$ cat src/design/crc32pf_pkg.sv
// Shared types, constants and the byte-wide CRC-32 update for the CRC-32 packet framer.
// No dependencies; every design file refers to it by scoped names.
package crc32pf_pkg;

  localparam logic [31:0] CrcPoly   = 32'hEDB8_8320;
  localparam logic [31:0] CrcInit   = 32'hFFFF_FFFF;
  localparam logic [31:0] CrcXorOut = 32'hFFFF_FFFF;

  localparam logic [7:0] LenReset   = 8'd2;
  localparam logic [7:0] StartReset = 8'h01;
  localparam logic [7:0] EndReset   = 8'hFF;

  typedef enum logic [1:0] {
    REG_LENGTH = 2'd0,
    REG_START  = 2'd1,
    REG_END    = 2'd2,
    REG_NONE   = 2'd3
  } reg_idx_e;

  typedef enum logic [2:0] {
    ROLE_START   = 3'd0,
    ROLE_LENGTH  = 3'd1,
    ROLE_PAYLOAD = 3'd2,
    ROLE_CRC     = 3'd3,
    ROLE_END     = 3'd4
  } role_e;

  // Position of a byte within the burst that one payload byte causes.
  typedef enum logic [2:0] {
    SLOT_START   = 3'd0,
    SLOT_LENGTH  = 3'd1,
    SLOT_PAYLOAD = 3'd2,
    SLOT_CRC0    = 3'd3,
    SLOT_CRC1    = 3'd4,
    SLOT_CRC2    = 3'd5,
    SLOT_CRC3    = 3'd6,
    SLOT_END     = 3'd7
  } slot_e;

  function automatic logic [31:0] crc_byte(input logic [31:0] crc, input logic [7:0] data);
    logic [31:0] c;
    c = crc ^ {24'd0, data};
    for (int k = 0; k < 8; k++) begin
      c = c[0] ? ((c >> 1) ^ CrcPoly) : (c >> 1);
    end
    return c;
  endfunction

  function automatic role_e slot_role(input slot_e slot);
    role_e r;
    unique case (slot)
      SLOT_START:   r = ROLE_START;
      SLOT_LENGTH:  r = ROLE_LENGTH;
      SLOT_PAYLOAD: r = ROLE_PAYLOAD;
      SLOT_CRC0,
      SLOT_CRC1,
      SLOT_CRC2,
      SLOT_CRC3:    r = ROLE_CRC;
      SLOT_END:     r = ROLE_END;
      default:      r = ROLE_PAYLOAD;
    endcase
    return r;
  endfunction

endpackage

$ cat src/design/crc32_packet_framer.sv
// Top level of the CRC-32 packet framer: configuration registers, CRC state and output burst.
// Depends on crc32pf_pkg.
//
// Each accepted payload byte yields one to eight output transfers: start marker and length
// ahead of the first byte of a frame, the byte itself, and after the last byte the four CRC
// bytes (reflected CRC-32, low byte first) and the end marker. The CRC update for a byte is
// done in the accepting cycle, so a new payload byte is taken in every cycle while each byte
// causes a single transfer and the output is not stalled; a byte that opens or closes a frame
// holds the input until the last of its output transfers (three, six or eight) is taken, as
// the output register emits one byte per cycle when not stalled. The output register is the
// decoupling stage, so the next input transfer is taken in the cycle the burst's last byte leaves.
module crc32_packet_framer (
  input  logic        clk_i,
  input  logic        rst_ni,
  input  logic        psel,
  input  logic        penable,
  input  logic        pwrite,
  input  logic [3:0]  paddr,
  input  logic [31:0] pwdata,
  output logic [31:0] prdata,
  output logic        pready,
  input  logic        in_valid_i,
  output logic        in_stall_o,
  input  logic [7:0]  payload_byte_i,
  output logic        out_valid_o,
  input  logic        out_stall_i,
  output logic [7:0]  out_byte_o,
  output logic [2:0]  byte_role_o,
  output logic        run_last_o
);

  logic [7:0]  len_q, start_q, end_q;
  logic [31:0] crc_q, crc_d;
  logic [7:0]  seen_q, seen_d;

  logic        itm_vld_q, itm_vld_d;
  logic        itm_trl_q;
  logic [7:0]  itm_byte_q, itm_start_q, itm_len_q, itm_end_q;
  logic [31:0] itm_crc_q;
  crc32pf_pkg::slot_e idx_q, idx_d;
  crc32pf_pkg::slot_e last_slot;

  logic        cfg_wr, in_acc, out_acc, burst_done, frame_done;
  logic [31:0] crc_upd;
  logic [7:0]  seen_inc;
  crc32pf_pkg::reg_idx_e reg_idx;

  assign pready  = 1'b1;
  assign reg_idx = crc32pf_pkg::reg_idx_e'(paddr[3:2]);
  assign cfg_wr  = psel && penable && pwrite && pready;

  always_ff @(posedge clk_i or negedge rst_ni) begin
    if (!rst_ni) begin
      len_q   <= crc32pf_pkg::LenReset;
      start_q <= crc32pf_pkg::StartReset;
      end_q   <= crc32pf_pkg::EndReset;
    end else if (cfg_wr) begin
      unique case (reg_idx)
        crc32pf_pkg::REG_LENGTH: len_q   <= pwdata[7:0];
        crc32pf_pkg::REG_START:  start_q <= pwdata[7:0];
        crc32pf_pkg::REG_END:    end_q   <= pwdata[7:0];
        default: ;
      endcase
    end
  end

  always_comb begin
    unique case (reg_idx)
      crc32pf_pkg::REG_LENGTH: prdata = {24'd0, len_q};
      crc32pf_pkg::REG_START:  prdata = {24'd0, start_q};
      crc32pf_pkg::REG_END:    prdata = {24'd0, end_q};
      default:                 prdata = 32'd0;
    endcase
  end

  assign last_slot  = itm_trl_q ? crc32pf_pkg::SLOT_END : crc32pf_pkg::SLOT_PAYLOAD;
  assign out_acc    = out_valid_o && !out_stall_i;
  assign burst_done = out_acc && (idx_q == last_slot);
  assign in_stall_o = itm_vld_q && !burst_done;
  assign in_acc     = in_valid_i && !in_stall_o;

  assign crc_upd    = crc32pf_pkg::crc_byte(crc_q, payload_byte_i);
  assign seen_inc   = seen_q + 8'd1;
  assign frame_done = (seen_inc == len_q);

  always_comb begin
    crc_d     = crc_q;
    seen_d    = seen_q;
    itm_vld_d = itm_vld_q;
    idx_d     = idx_q;
    if (in_acc) begin
      crc_d     = frame_done ? crc32pf_pkg::CrcInit : crc_upd;
      seen_d    = frame_done ? 8'd0 : seen_inc;
      itm_vld_d = 1'b1;
      idx_d     = (seen_q == 8'd0) ? crc32pf_pkg::SLOT_START : crc32pf_pkg::SLOT_PAYLOAD;
    end else if (burst_done) begin
      itm_vld_d = 1'b0;
    end else if (out_acc) begin
      idx_d = crc32pf_pkg::slot_e'(idx_q + 3'd1);
    end
  end

  always_ff @(posedge clk_i or negedge rst_ni) begin
    if (!rst_ni) begin
      crc_q     <= crc32pf_pkg::CrcInit;
      seen_q    <= 8'd0;
      itm_vld_q <= 1'b0;
      idx_q     <= crc32pf_pkg::SLOT_START;
    end else begin
      crc_q     <= crc_d;
      seen_q    <= seen_d;
      itm_vld_q <= itm_vld_d;
      idx_q     <= idx_d;
    end
  end

  always_ff @(posedge clk_i) begin
    if (in_acc) begin
      itm_trl_q   <= frame_done;
      itm_byte_q  <= payload_byte_i;
      itm_crc_q   <= crc_upd ^ crc32pf_pkg::CrcXorOut;
      itm_start_q <= start_q;
      itm_len_q   <= len_q;
      itm_end_q   <= end_q;
    end
  end

  assign out_valid_o = itm_vld_q;
  assign run_last_o  = (idx_q == last_slot);
  assign byte_role_o = 3'(crc32pf_pkg::slot_role(idx_q));

  always_comb begin
    unique case (idx_q)
      crc32pf_pkg::SLOT_START:   out_byte_o = itm_start_q;
      crc32pf_pkg::SLOT_LENGTH:  out_byte_o = itm_len_q;
      crc32pf_pkg::SLOT_PAYLOAD: out_byte_o = itm_byte_q;
      crc32pf_pkg::SLOT_CRC0:    out_byte_o = itm_crc_q[7:0];
      crc32pf_pkg::SLOT_CRC1:    out_byte_o = itm_crc_q[15:8];
      crc32pf_pkg::SLOT_CRC2:    out_byte_o = itm_crc_q[23:16];
      crc32pf_pkg::SLOT_CRC3:    out_byte_o = itm_crc_q[31:24];
      crc32pf_pkg::SLOT_END:     out_byte_o = itm_end_q;
      default:                   out_byte_o = itm_byte_q;
    endcase
  end

  // Between frames the CRC must sit at its initial value.
  a_crc_idle: assert property (@(posedge clk_i) disable iff (!rst_ni)
    (seen_q == 8'd0) |-> (crc_q == crc32pf_pkg::CrcInit))
    else $error("CRC not reinitialized at frame boundary");

  a_last_empties: assert property (@(posedge clk_i) disable iff (!rst_ni)
    (out_acc && run_last_o && !in_acc) |=> !out_valid_o)
    else $error("Output still valid after the last transfer of a burst");

  a_start_not_last: assert property (@(posedge clk_i) disable iff (!rst_ni)
    (out_valid_o && (byte_role_o == 3'(crc32pf_pkg::ROLE_START))) |-> !run_last_o)
    else $error("Start marker flagged as last transfer");

  a_header_start: assert property (@(posedge clk_i) disable iff (!rst_ni)
    (in_acc && (seen_q == 8'd0)) |=> (idx_q == crc32pf_pkg::SLOT_START))
    else $error("Frame opened without a start marker");

  a_hold_burst: assert property (@(posedge clk_i) disable iff (!rst_ni)
    (out_valid_o && !run_last_o) |-> in_stall_o)
    else $error("Input taken while a burst is still in progress");

endmodule
$ cat config.mk
export PLATFORM = sky130hd
export DESIGN_NAME = crc32_packet_framer
export DESIGN_NICKNAME = d
export VERILOG_FILES = /design/src/design/crc32pf_pkg.sv /design/src/design/crc32_packet_framer.sv
export SDC_FILE = /design/constraint.sdc
export NUM_CORES = 1
export LEC_CHECK = 0
export BUFFER_PORTS_ARGS = -buffer_cell sky130_fd_sc_hd__buf_2
export CAP_MARGIN = 20
export CORE_MARGIN = 2
export CORE_UTILIZATION = 45
export CTS_CLUSTER_SIZE = 28
export DETAILED_ROUTE_END_ITERATION = 8
export GPL_TIMING_DRIVEN = 0
export PLACE_DENSITY = 0.74
export SKIP_LAST_GASP = 1
export SLEW_MARGIN = 20
export SYNTH_ARGS = -nofsm -noshare
export SYNTH_HDL_FRONTEND = slang
export SYNTH_SLANG_ARGS = --single-unit
$ cat constraint.sdc
create_clock -name clk_i -period 3.22 [get_ports clk_i]
set_input_delay 0.322 -clock clk_i [delete_from_list [all_inputs] [get_ports clk_i]]
set_output_delay 0.322 -clock clk_i [all_outputs]
set_load 0.01 [all_outputs]
==> results.md <==
- P_int: 5730 µW
- Synthesis Warnings: 0
- Psw: 3680 µW
- Required time of the critical path: 2900 ps
- Core box area: 14400 µm²
- Ordered cell list for the critical path: clkbuf_2 -> inv_2 -> ha_1 -> clkbuf_1 -> nor4_1 -> nand2_2 -> a31oi_1 -> buf_2
- Arrival time of data at the critical path endpoint: 2810 ps
- Deepest clock path buffer count: 2
- CTS tree: done
- Number of port buffers: 46
- Share of layout cells above drive strength 1: 31.2%
- Combinational power share: 45.3%
- Largest voltage drop on the vdd net: 0.542 mV
- Worst setup slack after placement: 295 ps
- Average detailed-routed wire length per instance: 19.4 µm
- Root buffer cell: clkbuf_16
- HPWL Detailed: 10900 µm
- Most instantiated library cell after synthesis: edfxtp_1
- Adder-cell share of the synthesized area: 1.51%
- Worst hold stages: 1
- Largest family of logic cells by synthesized area: compound AO/OA/AOI/OAI gates
- Worst rel slew slack: 38.1%
- Total overflow reported by the global router: 0
- Non-filler cells in the finished layout: 832
- Boundary pin count: 98
- Flop pwr share: 33.3%
- Distinct cell type count of the synthesized netlist: 53
- Maxcap violations: 0
- Antenna violations before repair: 0
- Synth-to-layout area growth: 18.5%
- Element type at the critical path end: output pin
- Clock power share: 21.4%
- Yosys top cell area share: 29.5%
- Hold Slack: 99.7 ps
- Final core area utilization: 54.3%
- Leakage power of the design: 0.00308 µW
- Via count normalized by instance count: 5.64
- GR Util All Layers: 21.1%
- Leading cell types by total area after synthesis: edfxtp_1 (30%), dfstp_2 (17%), dfrtp_1 (9.8%), xnor2_1 (5.8%), mux2_2 (3.9%)
- X dimension of the die: 125 µm
- Largest net degree at the start of global routing: 45
- Global-route wire length before repair: 25400 µm
- Total Power: 9410 µW
- Remaining antenna violation count: 0
- Max Clock Skew: 11.6 ps
- Count of flip-flops with a built-in enable after synthesis: 65
- Worst hold start: payload_byte_i[6]
- Count of final setup violators: 0
- Critical path fanouts, max: 16
- Crit path launch type: register
- Mux cell area share after synthesis: 5.43%
- Number of flip-flops and latches in the synthesized netlist: 133
- Type of the worst setup path: register to output pin
- Switching power as a share of total power: 39.1%
- Compound-Gate Fraction of Synth Area: 11.5%
- Worst Tran Pin Value: 919 ps
- Worst path setup slack after routing: 88.7 ps
- Vert. Die Dim: 125 µm
- Fraction of the cycle the final worst path needs: 97.2%
- Count of final max-slew check failures: 0
- Post-CTS setup buffer count: 0
- Filler cell count in the final layout: 1208
- Slowest-stage cell, CP: nor4_1
- Iteration count of the initial detailed-routing pass: 8
- Largest stage delay on the critical path: 430 ps
- Total wire length: 16100 µm
- Clock insertion delay at the later pin of the skew report: 430 ps
- Hold Crit Class: input port to register
- Initial core utilization: 45.9%
- Seq/Total Area, Yosys: 56.0%
- Vias in the first global route: 4596
- CP Buf/Inv Count: 4
- Sink of the worst hold path: itm_byte_q[6]
- Post-route minimum period: 3130 ps
- Mean post-synth cell area: 12.1 µm²
- Num rows: 44
- Number of CTS-inserted buffers: 17
- FF-to-FF path depth: 7
- FF-to-FF End: itm_len_q[6]
- Htree depth: 4
- Share of flip-flops with an asynchronous set or reset after synthesis: 51.1%
- Count of mapped cells out of synthesis: 547
- Highest Clock Rate: 319 MHz
- Synth area leader: edfxtp_1
- Weighted congestion reported at the end of routability-driven placement: 0.893
- Number of DRC markers in iteration 0: 499
- Vias after detailed routing: 4693
- Total DRC errors in the routed layout: 0
- R2r startpoint: idx_q[2]
- Nets: 694
- Post-Synth XOR/XNOR Area: 11.4%
- Fin. Hold Viols: 0
- Instance count after placement with tap cells included: 802
- Status: complete, no violations
- Dominant synthesized flop cell: edfxtp_1
- Number of clock sinks: 133
- Kind of cell adding the most delay to the critical path: buffers and inverters
- Power per cell area: 1200 nW/µm²
- Die Footprint: 15700 µm²
- Slack of the worst reg-to-reg path: 320 ps
- Combined area of all synthesized cells: 6610 µm²
- Most common library cells after synthesis: edfxtp_1 (65), nor2_1 (56), xnor2_1 (44), dfstp_2 (42), a31oi_1 (41)
- ANT cells: 0
- Clock-pin slew on the worst setup and hold paths: 60 ps
- Simple-gate share of the synthesized area: 8.25%
-- cell usage in the layout (no fill, tap or decap), types with 24 or more instances in the layout --
cell type and count:
edfxtp_1 65, nor2_1 56, buf_2 47, xnor2_1 44, dfstp_2 42, a31oi_1 41, buf_4 29, nand2_1 26
o21ai_0 26, dfrtp_1 26, conb_1 25, xor2_1 24
-- how the worst max path moves through the flow --
stage                        start        endpoint  cells past startpoint
after floorplan           idx_q[2]   itm_byte_q[0]                      6
after global routing      idx_q[2]   out_byte_o[5]                      8
after CTS                 idx_q[2]   out_byte_o[4]                      9
after global placement    idx_q[2]  itm_start_q[6]                      6
after detailed placement  idx_q[2]  itm_start_q[6]                      7
final                     idx_q[2]   out_byte_o[4]                      8
-- sequential cells by signal (all words and copies together) (netlist names) --
register / cells
len_q: 8
out_valid_o: 1
itm_trl_q: 1
start_q: 8
itm_start_q: 8
end_q: 8
idx_q: 3
seen_q: 8
itm_end_q: 8
crc_q: 32
itm_crc_q: 32
itm_len_q: 8
itm_byte_q: 8
-- kinds of logic after synthesis --
group                      after synthesis
adders and majority gates                8
AOI/OAI and AO/OA                      112
DFF                                    133
buffers and inverters                   63
xor gates and xnor gates                77
muxes                                   33
other                                    2
and+or+nand+nor                        119
-- metal layers --
layer | wire, µm | global-route usage (%) | up-vias
met4 | 440 | 8.37 | 0
met1 | 6640 | 28.4 | 2350
met2 | 7850 | 33.7 | 200
li1 | - | - | 2106
met5 | 0 | 0 | -
met3 | 1190 | 4.36 | 37
-- per-stage QoR --
step	TNS (ps)	cell area, µm²
after floorplan	0	6700
after global placement	-12080	7160
after detailed placement	0	7220
after CTS	0	7840
after global routing	-204	7840
final	0	7840
-- layout make-up --
class	instances	area, µm²	area share (%)
Buffer	50	338	4.31
Tap cell	184	230	2.94
Inverter	10	37.5	0.479
Timing Repair Buffer	49	290	3.70
Clock buffer	18	439	5.60
Multi-Input combinational cell	374	2620	33.5
Clock inverter	14	171	2.19
Sequential cell	133	3710	47.3
-- power by group through the flow --
stage | sequential (µW) | combinational, µW | clock (µW)
floorplan | 3040 | 3100 | 0
CTS | 3130 | 4230 | 2020
global route | 3190 | 4610 | 2100
finish | 3130 | 4260 | 2020
global placement | 3120 | 4030 | 0
detailed placement | 3150 | 4170 | 0
-- timing repair --
action                                 4_1_cts  5_1_grt
pin swaps                                    0        0
gates resized for setup                      1        1
hold buffers                                 1        0
setup endpoints to repair                    8        8
endpoints found under the hold margin       14        0
cloned                                       0        0
No activity file was read; power rests on OpenSTA's default activity.
